--- src/rtl/core/dmt_pkg.sv ---
package dmt_pkg;

  // Operation codes carried on the op field of an input word.
  typedef enum logic [1:0] {
    OP_ADD_CONN = 2'd0,
    OP_ADD_MODE = 2'd1,
    OP_SET_MODE = 2'd2,
    OP_READ_CUR = 2'd3
  } op_t;

  // Result status codes.
  localparam logic [1:0] ST_OK   = 2'd0;
  localparam logic [1:0] ST_BAD  = 2'd1;
  localparam logic [1:0] ST_FULL = 2'd2;

  localparam int unsigned IN_DIM_W = 16;
  localparam int unsigned DIM_W    = 13;
  localparam int unsigned RATE_W   = 16;
  localparam int unsigned CONN_W   = 4;
  localparam int unsigned SLOT_W   = 3;
  localparam logic [IN_DIM_W-1:0] MAX_DIM = 16'd4096;

  typedef struct packed {
    logic [DIM_W-1:0]  w;
    logic [DIM_W-1:0]  h;
    logic [RATE_W-1:0] r;
  } mode_t;

  typedef enum logic [2:0] {
    S_IDLE,
    S_EXEC,
    S_SCAN,
    S_RDWAIT,
    S_DONE
  } state_t;

  // Commands from the controller to the datapath.
  typedef struct packed {
    logic load;
    logic exec;
    logic scan_start;
    logic scan_next;
    logic scan_end;
    logic rd_take;
    logic out_load;
  } cmd_t;

  // Status from the datapath to the controller.
  typedef struct packed {
    op_t  op;
    logic conn_ok;
    logic sel_valid;
    logic cnt_zero;
    logic scan_done;
    logic out_free;
  } stat_t;

endpackage

--- src/rtl/core/dmt_ctrl.sv ---
module dmt_ctrl
  import dmt_pkg::*;
(
  input  logic  clk,
  input  logic  rst_n,
  input  logic  in_valid,
  output logic  in_ready,
  input  stat_t stat,
  output cmd_t  cmd
);

  state_t state_r, state_nxt;

  always_ff @(posedge clk) begin
    if (!rst_n) begin
      state_r <= S_IDLE;
    end else begin
      state_r <= state_nxt;
    end
  end

  always_comb begin
    state_nxt = state_r;
    cmd       = '0;
    in_ready  = 1'b0;
    unique case (state_r)
      S_IDLE: begin
        in_ready = 1'b1;
        if (in_valid) begin
          cmd.load  = 1'b1;
          state_nxt = S_EXEC;
        end
      end
      S_EXEC: begin
        if (stat.op == OP_SET_MODE && stat.conn_ok && !stat.cnt_zero) begin
          cmd.scan_start = 1'b1;
          state_nxt      = S_SCAN;
        end else if (stat.op == OP_READ_CUR && stat.conn_ok && stat.sel_valid) begin
          state_nxt = S_RDWAIT;
        end else begin
          cmd.exec  = 1'b1;
          state_nxt = S_DONE;
        end
      end
      S_SCAN: begin
        if (stat.scan_done) begin
          cmd.scan_end = 1'b1;
          state_nxt    = S_DONE;
        end else begin
          cmd.scan_next = 1'b1;
        end
      end
      S_RDWAIT: begin
        cmd.rd_take = 1'b1;
        state_nxt   = S_DONE;
      end
      S_DONE: begin
        if (stat.out_free) begin
          cmd.out_load = 1'b1;
          state_nxt    = S_IDLE;
        end
      end
      default: begin
        state_nxt = S_IDLE;
      end
    endcase
  end

endmodule

--- config.mk ---
export PLATFORM = sky130hd
export DESIGN_NAME = dmt_ctrl
export DESIGN_NICKNAME = d
export VERILOG_FILES = /design/src/rtl/core/dmt_pkg.sv /design/src/rtl/core/dmt_ctrl.sv
export SDC_FILE = /design/constraint.sdc
export NUM_CORES = 1
export LEC_CHECK = 0
export ABC_AREA = 1
export BUFFER_PORTS_ARGS = -buffer_cell sky130_fd_sc_hd__buf_4
export CAP_MARGIN = 20
export CORE_AREA = 3 3 40 42
export CTS_CLUSTER_SIZE = 10
export DETAILED_ROUTE_END_ITERATION = 12
export DIE_AREA = 0 0 43 45
export SLEW_MARGIN = 20
export SYNTH_ARGS = -nofsm -noshare
export SYNTH_HDL_FRONTEND = slang
export SYNTH_SLANG_ARGS = --single-unit
--- constraint.sdc ---
create_clock -name clk -period 1.3 [get_ports clk]
set_input_delay 0.39 -clock clk [delete_from_list [all_inputs] [get_ports clk]]
set_output_delay 0.39 -clock clk [all_outputs]
set_load 0.01 [all_outputs]
==> results of run 1 <==
==> placed cells by master, fill, tap and decap left out <==
master,synthesis,routed
nor3_2,0,1
buf_4,0,19
nand2_4,0,1
nor4_2,0,1
clkbuf_1,0,1
o21ai_0,1,1
nand4_1,1,1
nand2_2,1,2
nor2_4,1,2
inv_2,2,3
nand3_2,2,3
nor2_2,1,3
nand3_1,5,4
dfxtp_4,0,3
a21boi_1,1,1
inv_4,0,2
inv_1,10,7
nand2_1,8,6
nor2_1,9,6
buf_6,0,5
clkbuf_4,0,3
==> area by class of cell <==
class	count	area, um2
Clock buffer	4	26.3
Fill cell	133	718
Inverter	12	50.0
Multi-Input combinational cell	32	201
Sequential cell	3	71.3
Tap cell	15	18.8
Timing Repair Buffer	24	199
==> logic make-up after synthesis <==
logic type | share of synthesized area
simple gates | 0.561
buf+inv | 0.168
flops | 0.224
compound gates | 0.0467
==> metrics by stage <==
step	instance area, um2	worst slack, ns
finish	567	-0.142
global route	567	-0.221
CTS	543	-0.159
detailed placement	429	-0.0500
global placement	429	-0.0462
floorplan	268	0.0409
==> report_power, final <==
| group | switching, W | leakage [nW] | total (W) | internal, W |
|---|---|---|---|---|
| Clock | 0.0000512 | 0.0150 | 0.000166 | 0.000115 |
| Combinational | 0.000152 | 0.262 | 0.000326 | 0.000174 |
| Sequential | 0.0000312 | 0.0267 | 0.000144 | 0.000112 |
| Total | 0.000234 | 0.304 | 0.000636 | 0.000402 |
==> worst reg2reg max path: stages, from the launching register on <==
cell	delay (ns)
dfxtp_4	0.36
inv_4	0.08
nand2_4	0.06
nor2_4	0.10
nand3_2	0.08
buf_4	0.14
buf_6	0.10
buf_4	0.11
buf_4	0.12
nand2_2	0.07
nor2_2	0.04
nor2_1	0.08
==> how the worst max path moves through the flow <==
stage / slack [ns] / cells after the start / end
6_report: -0.14 / 6 / cmd[5]
5_1_grt: -0.22 / 5 / cmd[2]
4_1_cts: -0.16 / 6 / cmd[5]
3_5_place_dp: -0.05 / 6 / cmd[5]
3_3_place_gp: -0.05 / 6 / cmd[5]
2_1_floorplan: 0.04 / 2 / cmd[0]
==> metal layers <==
metal	wire, um	share of wire	vias up
met2	460	0.54	10
met3	58	0.069	0
li1	-	-	200
met1	325	0.38	170
met5	0	0	-
met4	0	0	0
==> timing repair <==
action | CTS | global route
gates resized for setup | 19 | 7
cloned | 0 | 0
setup buffers | 5 | 1
pin swaps | 3 | 4
setup endpoints to repair | 8 | 9
==> run metrics, run 1 <==
largest net degree at the start of global routing=7; count leader, synth=inv_1; Overall Power=0.000636 W; first-pass GRT wire length=1.44 mm; clk_skew=0.00108 ns; Die ar.=1940 um2; Tightest Pin Transition=0.197 ns; Clock transition at path regs=0.04 ns; # setup viols final=9; Layout Nets=between 80 and 90; Max-slew headroom=0.867; met3 usage=0.0438; area grow syn2layout=112%; Synth top cells by count=inv_1 (10), nor2_1 (9), nand2_1 (8); sequential fraction of the synthesis area=0.224; crit path cell chain=inv_4 > nand2_4 > nor2_4 > nand3_2 > inv_2 > buf_6; CP max-delay cell=dfxtp_4; Post-Syn Instances=47; final hold violations=0; dominant cell type by area after synthesis=dfxtp_1; CP Buf/Inv Count=3; CP Max Fanout=4; Worst EP required=0.91 ns; data arrival time of the critical path=between 1 and 1.5 ns; Leakage=0.304 nW; number of DRC markers in iteration 0=4; Max Buffers Root-to-Sink=2; met2 GRT Util=0.168; Port Buf Inserts=17; number of global-route vias before repair=between 300 and 400; critical path startpoint=state_r[2]; initial core utilization=0.208; worst hold path type=input pin to flip-flop; post-synthesis sequential element count=3; Clock Tree Root=clkbuf_4; setup slack, reg-to-reg=-0.10 ns; DRC Markers=0; failing checks=setup timing; max frequency=0.693 GHz; Clock Sinks=3; via count=380; status=complete, but fails checks; Final ANT Viol Nets=0; Post-synth EDFFs=0; WS Path Type=flip-flop to output pin; global placer's final weighted congestion=0.792; Avg Synthesized Cell Area=~5.7 um2; Hold Crit Endpoint=state_r[2]; final core utilization=0.441; height of the die=45 um; Inst Count DP=81; Non-Filler Instances=90; Core Rows=13; max reg flops=3; Ant. Diodes=0; Ys Warns=0; hold_sp=rst_n; min cycle time layout=around 1.4 ns; Yosys cell types=15; Top reg by flops=state_r; gr usage total=0.103; Reg-to-Reg End=state_r[2]; async set-or-reset flop fraction in the synthesized netlist=0; Avg WL per Cell=9.39 um; startpoint types=flip-flop; WL final=845 um; Vias/cell=4.22; post-synth top area share=0.224; top post-synthesis cells by area=dfxtp_1 (22%), inv_1 (14%), nor2_1 (13%); Tcrit/Tclk final=1.11; CTS tree=yes; Largest regs=state_r (3); layout cell share with drive strength beyond 1=0.640; R2R depth=11; prevailing post-synth register cell=dfxtp_1; total CTS buffers=3; later-pin clock latency in the skew report=0.23 ns; Worst path top cell family by delay=flip-flops; Hold-fix buffers, CTS=0; Ports=18; Synth Cell Area=268 um2; final sum of negative setup slack=-0.930 ns; htree depth=1; Worst Setup End Kind=output pin; antenna violations before repair=0; final setup margin=-0.142 ns; GR peak layer=met2; WHS=about 0.42 ns; RSZ-0062 raised after global routing=true; hold path depth=3; Die Wd=43 um; core footprint=1280 um2; 1st-pass router iterations=4; worst vdd ir=~0.4 mV; Pwr Density=between 1000 and 1500 nW/um2; Max Cap Violations=0; hpwl dp=roughly 570 um; RR Startpoint=state_r[2]; global route overflow=0; syn_nets=57; biggest cell delay along the critical path=about 0.36 ns; met1 Track Usage GR=0.108; Pins Over Slew Limit=0
Note: power is estimated with default switching activity, not from simulation.
==> inputs of run 2 (changes only) <==
--- a/config.mk
+++ b/config.mk
@@ -12,6 +12,7 @@
 export CTS_CLUSTER_SIZE = 10
 export DETAILED_ROUTE_END_ITERATION = 12
 export DIE_AREA = 0 0 43 45
+export PLACE_DENSITY = 0.57
 export SLEW_MARGIN = 20
 export SYNTH_ARGS = -nofsm -noshare
 export SYNTH_HDL_FRONTEND = slang
==> run 2 against run 1 <==
  * The run still ends with setup timing left
  * Sequential share of layout area shrank 0.44 points
  * Setup slack lost 0.055 ns
  * Register-to-register slack gained 0.17 ns
  * Combinational power shrank 18%
  * Fmax shrank 3.7%
  * Clock-buffer cell count is the same
  * Wire length shrank 0.71%
==> run metrics, run 2 (synthesis results as in run 1) <==
largest net degree at the start of global routing=7; commonest non-fill, non-tap cell in the layout=buf_4; via count=387; Core Rows=13; Overall Power=0.000580 W; global placer's final weighted congestion=0.747; Ant. Diodes=0; Max Buffers Root-to-Sink=2; startpoint types=flip-flop; 1st-pass router iterations=4; Vias/cell=4.21; Hold Crit Endpoint=state_r[2]; CP max-delay cell=dfxtp_4; Die ar.=1940 um2; RR Startpoint=state_r[1]; status=complete, but fails checks; Tcrit/Tclk final=1.15; initial core utilization=0.208; Largest regs=state_r (3); worst vdd ir=0.314 mV; final setup margin=-0.197 ns; Worst Setup End Kind=output pin; post-route cell area=567 um2; antenna violations before repair=0; Clock Tree Root=clkbuf_4; final hold violations=0; Ports=18; area grow syn2layout=112%; global route overflow=0; min cycle time layout=roughly 1.5 ns; critical path startpoint=state_r[2]; later-pin clock latency in the skew report=0.24 ns; Post-DP Area=437 um2; htree depth=1; Leakage=0.309 nW; layout cell share with drive strength beyond 1=0.584; first-pass GRT wire length=1.17 mm; Pwr Density=1020 nW/um2; worst hold path type=input pin to flip-flop; crit path cell chain=inv_4 > nand2_2 > nor2_4 > nand3_2 > inv_1 > buf_4; most frequent cells in the layout=buf_4 (22), inv_1 (9), nand2_1 (8); Max Cap Violations=0; Tightest Pin Transition=0.230 ns; Die Wd=43 um; CTS tree=yes; max reg flops=3; Clock Sinks=3; Port Buf Inserts=17; # setup viols final=8; fill count=130; Clock transition at path regs=0.04 ns; height of the die=45 um; R2R depth=9; core footprint=1280 um2; failing checks=setup timing; hpwl dp=~600 um; max frequency=0.668 GHz; Reg-to-Reg End=state_r[2]; Top reg by flops=state_r; setup slack, reg-to-reg=0.07 ns; Max-slew headroom=0.845; clk_skew=0.00725 ns; gr usage total=0.0841; DRC Markers=0; hold path depth=3; hold_sp=rst_n; number of DRC markers in iteration 0=7; WHS=0.416 ns; Worst EP required=0.91 ns; CP Max Fanout=5; Layout Nets=88; Avg WL per Cell=9.12 um; number of global-route vias before repair=305; WL final=839 um; Pins Over Slew Limit=0; RSZ-0062 raised after global routing=true; WS Path Type=flip-flop to output pin; Hold-fix buffers, CTS=0; data arrival time of the critical path=1.11 ns; total CTS buffers=3; worst slack at placement=-0.0492 ns; biggest cell delay along the critical path=between 0.3 and 0.4 ns; Final ANT Viol Nets=0
run 2: critical path: cells and delay by family (launching register included):
kind / cells / cell delay (ns)
buf+inv: 3 / 0.24
simple gates: 3 / 0.28
flops: 1 / 0.35
run 2: area by class of cell:
type	instances	area [um2]	share of cell area
Timing Repair Buffer	26	210	0.371
Tap cell	15	18.8	0.0331
Clock buffer	4	26.3	0.0464
Multi-Input combinational cell	32	193	0.340
Inverter	12	50.0	0.0883
Sequential cell	3	68.8	0.121
run 2: layer usage:
layer  routed length (um)  part of all wire  vias up  global-route usage
met2                  427              0.51       12               0.120
met1                  349              0.42      168               0.111
met5                    0                 0        -                   0
met4                   19             0.023        0              0.0542
met3                   43             0.051        2              0.0239
li1                     -                 -      205                   -
run 2: how the worst max path moves through the flow:
stage	endpoint	cells after the start	slack, ns
CTS	cmd[5]	6	-0.19
global placement	cmd[5]	6	-0.05
finish	cmd[5]	6	-0.20
detailed placement	cmd[5]	6	-0.05
global route	cmd[5]	6	-0.25
floorplan	cmd[0]	2	0.04
run 2: where the power goes:
part | internal (W) | switching [W]
registers | 0.000110 | 0.0000278
clock network | 0.000116 | 0.0000593
logic | 0.000134 | 0.000133
total | 0.000360 | 0.000220
run 2: metrics by stage:
stage	instances	util	TNS, ns
3_3_place_gp	82	0.340	-0.0464
5_1_grt	92	0.441	-1.68
3_5_place_dp	82	0.340	-0.0492
4_1_cts	90	0.400	-1.10
2_1_floorplan	47	-	0
6_report	92	0.441	-1.15
run 2: repair_timing:
action	in CTS	in global routing
buffers inserted	4	2
pin swaps	2	1
gates resized for setup	9	10
endpoints found under the setup margin	8	8
==> inputs of run 3 (changes only) <==
==> constraint.sdc (replaced) <==
create_clock -name clk -period 1.3 [get_ports clk]
set_input_delay 0.39 -clock clk [delete_from_list [all_inputs] [get_ports clk]]
set_output_delay 0.39 -clock clk [all_outputs]
set_load 0.05 [all_outputs]
==> run 3 against run 2 <==
  * The flow still finishes with violations (setup timing)
  * Utilization up 10 points
  * Clock power down 9%
  * Setup slack got worse by 0.040 ns
  * First-iteration DRC count is 100% lower
  * Register-to-register slack improved by 0.05 ns
  * Non-clock buffer count increased by 6
  * Critical path type unchanged
  * Critical endpoint unchanged
  * Largest cell class unchanged
  * Largest power group unchanged
  * Highest routed layer is now met3
==> run metrics, run 3 (synthesis results as in run 1) <==
status=complete, but fails checks; failing checks=setup timing; startpoint types=flip-flop; setup slack, reg-to-reg=0.12 ns; worst slack at placement=-0.151 ns; Layout Nets=94; total CTS buffers=3; min cycle time layout=1.54 ns; layout cell share with drive strength beyond 1=0.711; fill count=~130; Core Rows=13; core footprint=1280 um2; Pwr Density=approximately 1100 nW/um2; Worst EP required=0.91 ns; Tightest Pin Transition=0.204 ns; CTS tree=yes; DRC Markers=0; Reg-to-Reg End=state_r[2]; # setup viols final=8; Port Buf Inserts=17; Worst Setup End Kind=output pin; number of DRC markers in iteration 0=0; Leakage=between 0.3 and 0.4 nW; wire length on met1=380 um; Die ar.=1940 um2; hold path depth=2; WL final=856 um; gr usage total=0.106; Max-slew headroom=0.863; hold_sp=rst_n; Storage cell area=71.3 um2; Vias/cell=around 4.2; Final ANT Viol Nets=0; RR Startpoint=state_r[0]; hpwl dp=roughly 690 um; WS Path Type=flip-flop to output pin; final hold violations=0; RSZ-0062 raised after global routing=true; commonest non-fill, non-tap cell in the layout=buf_4; clk_skew=0.00347 ns; CP Buf/Inv Count=3; R2R depth=8; Die Wd=43 um; initial core utilization=0.208; first-pass GRT wire length=1.57 mm; Max Buffers Root-to-Sink=2; Multi-input gate area=~230 um2; Clock transition at path regs=about 0.040 ns; max reg flops=3; Top reg by flops=state_r; height of the die=45 um; Top Metal Used=met3; antenna violations before repair=0; Worst path top cell family by delay=buffers and inverters; final setup margin=-0.238 ns; Hold-fix buffers, CTS=0; Hold Crit Endpoint=state_r[1]; Largest regs=state_r (3); WHS=0.424 ns; wire length on met2=437 um; worst vdd ir=0.730 mV; Clock Tree Root=clkbuf_4; CP Max Fanout=4; number of global-route vias before repair=around 400; crit path cell chain=buf_4 > nor2_4 > nand3_2 > clkinvlp_4 > buf_8; later-pin clock latency in the skew report=around 0.23 ns; Max Cap Violations=0; worst hold path type=input pin to flip-flop; 1st-pass router iterations=1; largest net degree at the start of global routing=6; Tcrit/Tclk final=1.18; global route overflow=0; via count=409; global placer's final weighted congestion=0.809; Avg WL per Cell=8.73 um; CP max-delay cell=dfxtp_4; final core utilization=0.544; max frequency=0.650 GHz; htree depth=1; area grow syn2layout=161%; met3 routed WL=~38 um; Ports=18; data arrival time of the critical path=1.15 ns; Ant. Diodes=0; biggest cell delay along the critical path=0.35 ns; most frequent cells in the layout=buf_4 (21), buf_6 (9), nand2_1 (6); Pins Over Slew Limit=0; Clock Sinks=3
-- run 3: worst max-delay path by stage --
stage,to,slack [ns],cells after the start,start
3_3_place_gp,cmd[5],-0.14,6,stat[5]
5_1_grt,cmd[5],-0.30,5,state_r[1]
4_1_cts,cmd[5],-0.25,5,state_r[1]
3_5_place_dp,cmd[5],-0.15,7,stat[4]
2_1_floorplan,cmd[0],-0.1,1,state_r[1]
6_report,cmd[5],-0.24,5,state_r[1]
-- run 3: cell type report --
type,instances,area share
clock buffers,4,0.0376
inverters,12,0.0859
multi-input cells,32,0.335
flip-flops and latches,3,0.102
well taps,15,0.0268
repair buffers,32,0.413
-- run 3: per-stage QoR --
| step | TNS, ns | instance area (um2) | total power (W) | std cells |
|---|---|---|---|---|
| CTS | -1.66 | 699 | 0.000805 | 98 |
| global placement | -0.331 | 582 | 0.000565 | 91 |
| floorplan | -0.244 | 345 | 0.000400 | 47 |
| detailed placement | -0.397 | 582 | 0.000568 | 91 |
| finish | -1.58 | 699 | 0.000796 | 98 |
| global route | -2.13 | 699 | 0.000853 | 98 |
-- run 3: per-layer routing --
metal  GRT usage  up-vias
met4      0.0361        0
met3      0.0359        0
met5           0        -
li1            -      217
met2       0.189       10
met1       0.120      182
-- run 3: worst register-to-register path, cell delays in order (launching register included) --
cell,delay (ns)
dfxtp_4,0.38
buf_6,0.12
inv_2,0.03
nand3_2,0.09
buf_4,0.12
buf_4,0.12
nand3_2,0.07
nor2_1,0.11
nor2_1,0.04
-- run 3: power by group --
part           switching, W  internal (W)  total [W]
clock network     0.0000448      0.000115   0.000160
registers         0.0000310      0.000113   0.000144
logic              0.000272      0.000221   0.000493
total              0.000348      0.000448   0.000796
-- run 3: timing repair --
| item | in CTS | in global routing |
|---|---|---|
| gates resized for setup | 19 | 0 |
| pin swaps | 2 | 0 |
| gates cloned | 0 | 0 |
| setup endpoints to repair | 8 | 8 |
| buffers inserted | 3 | 0 |
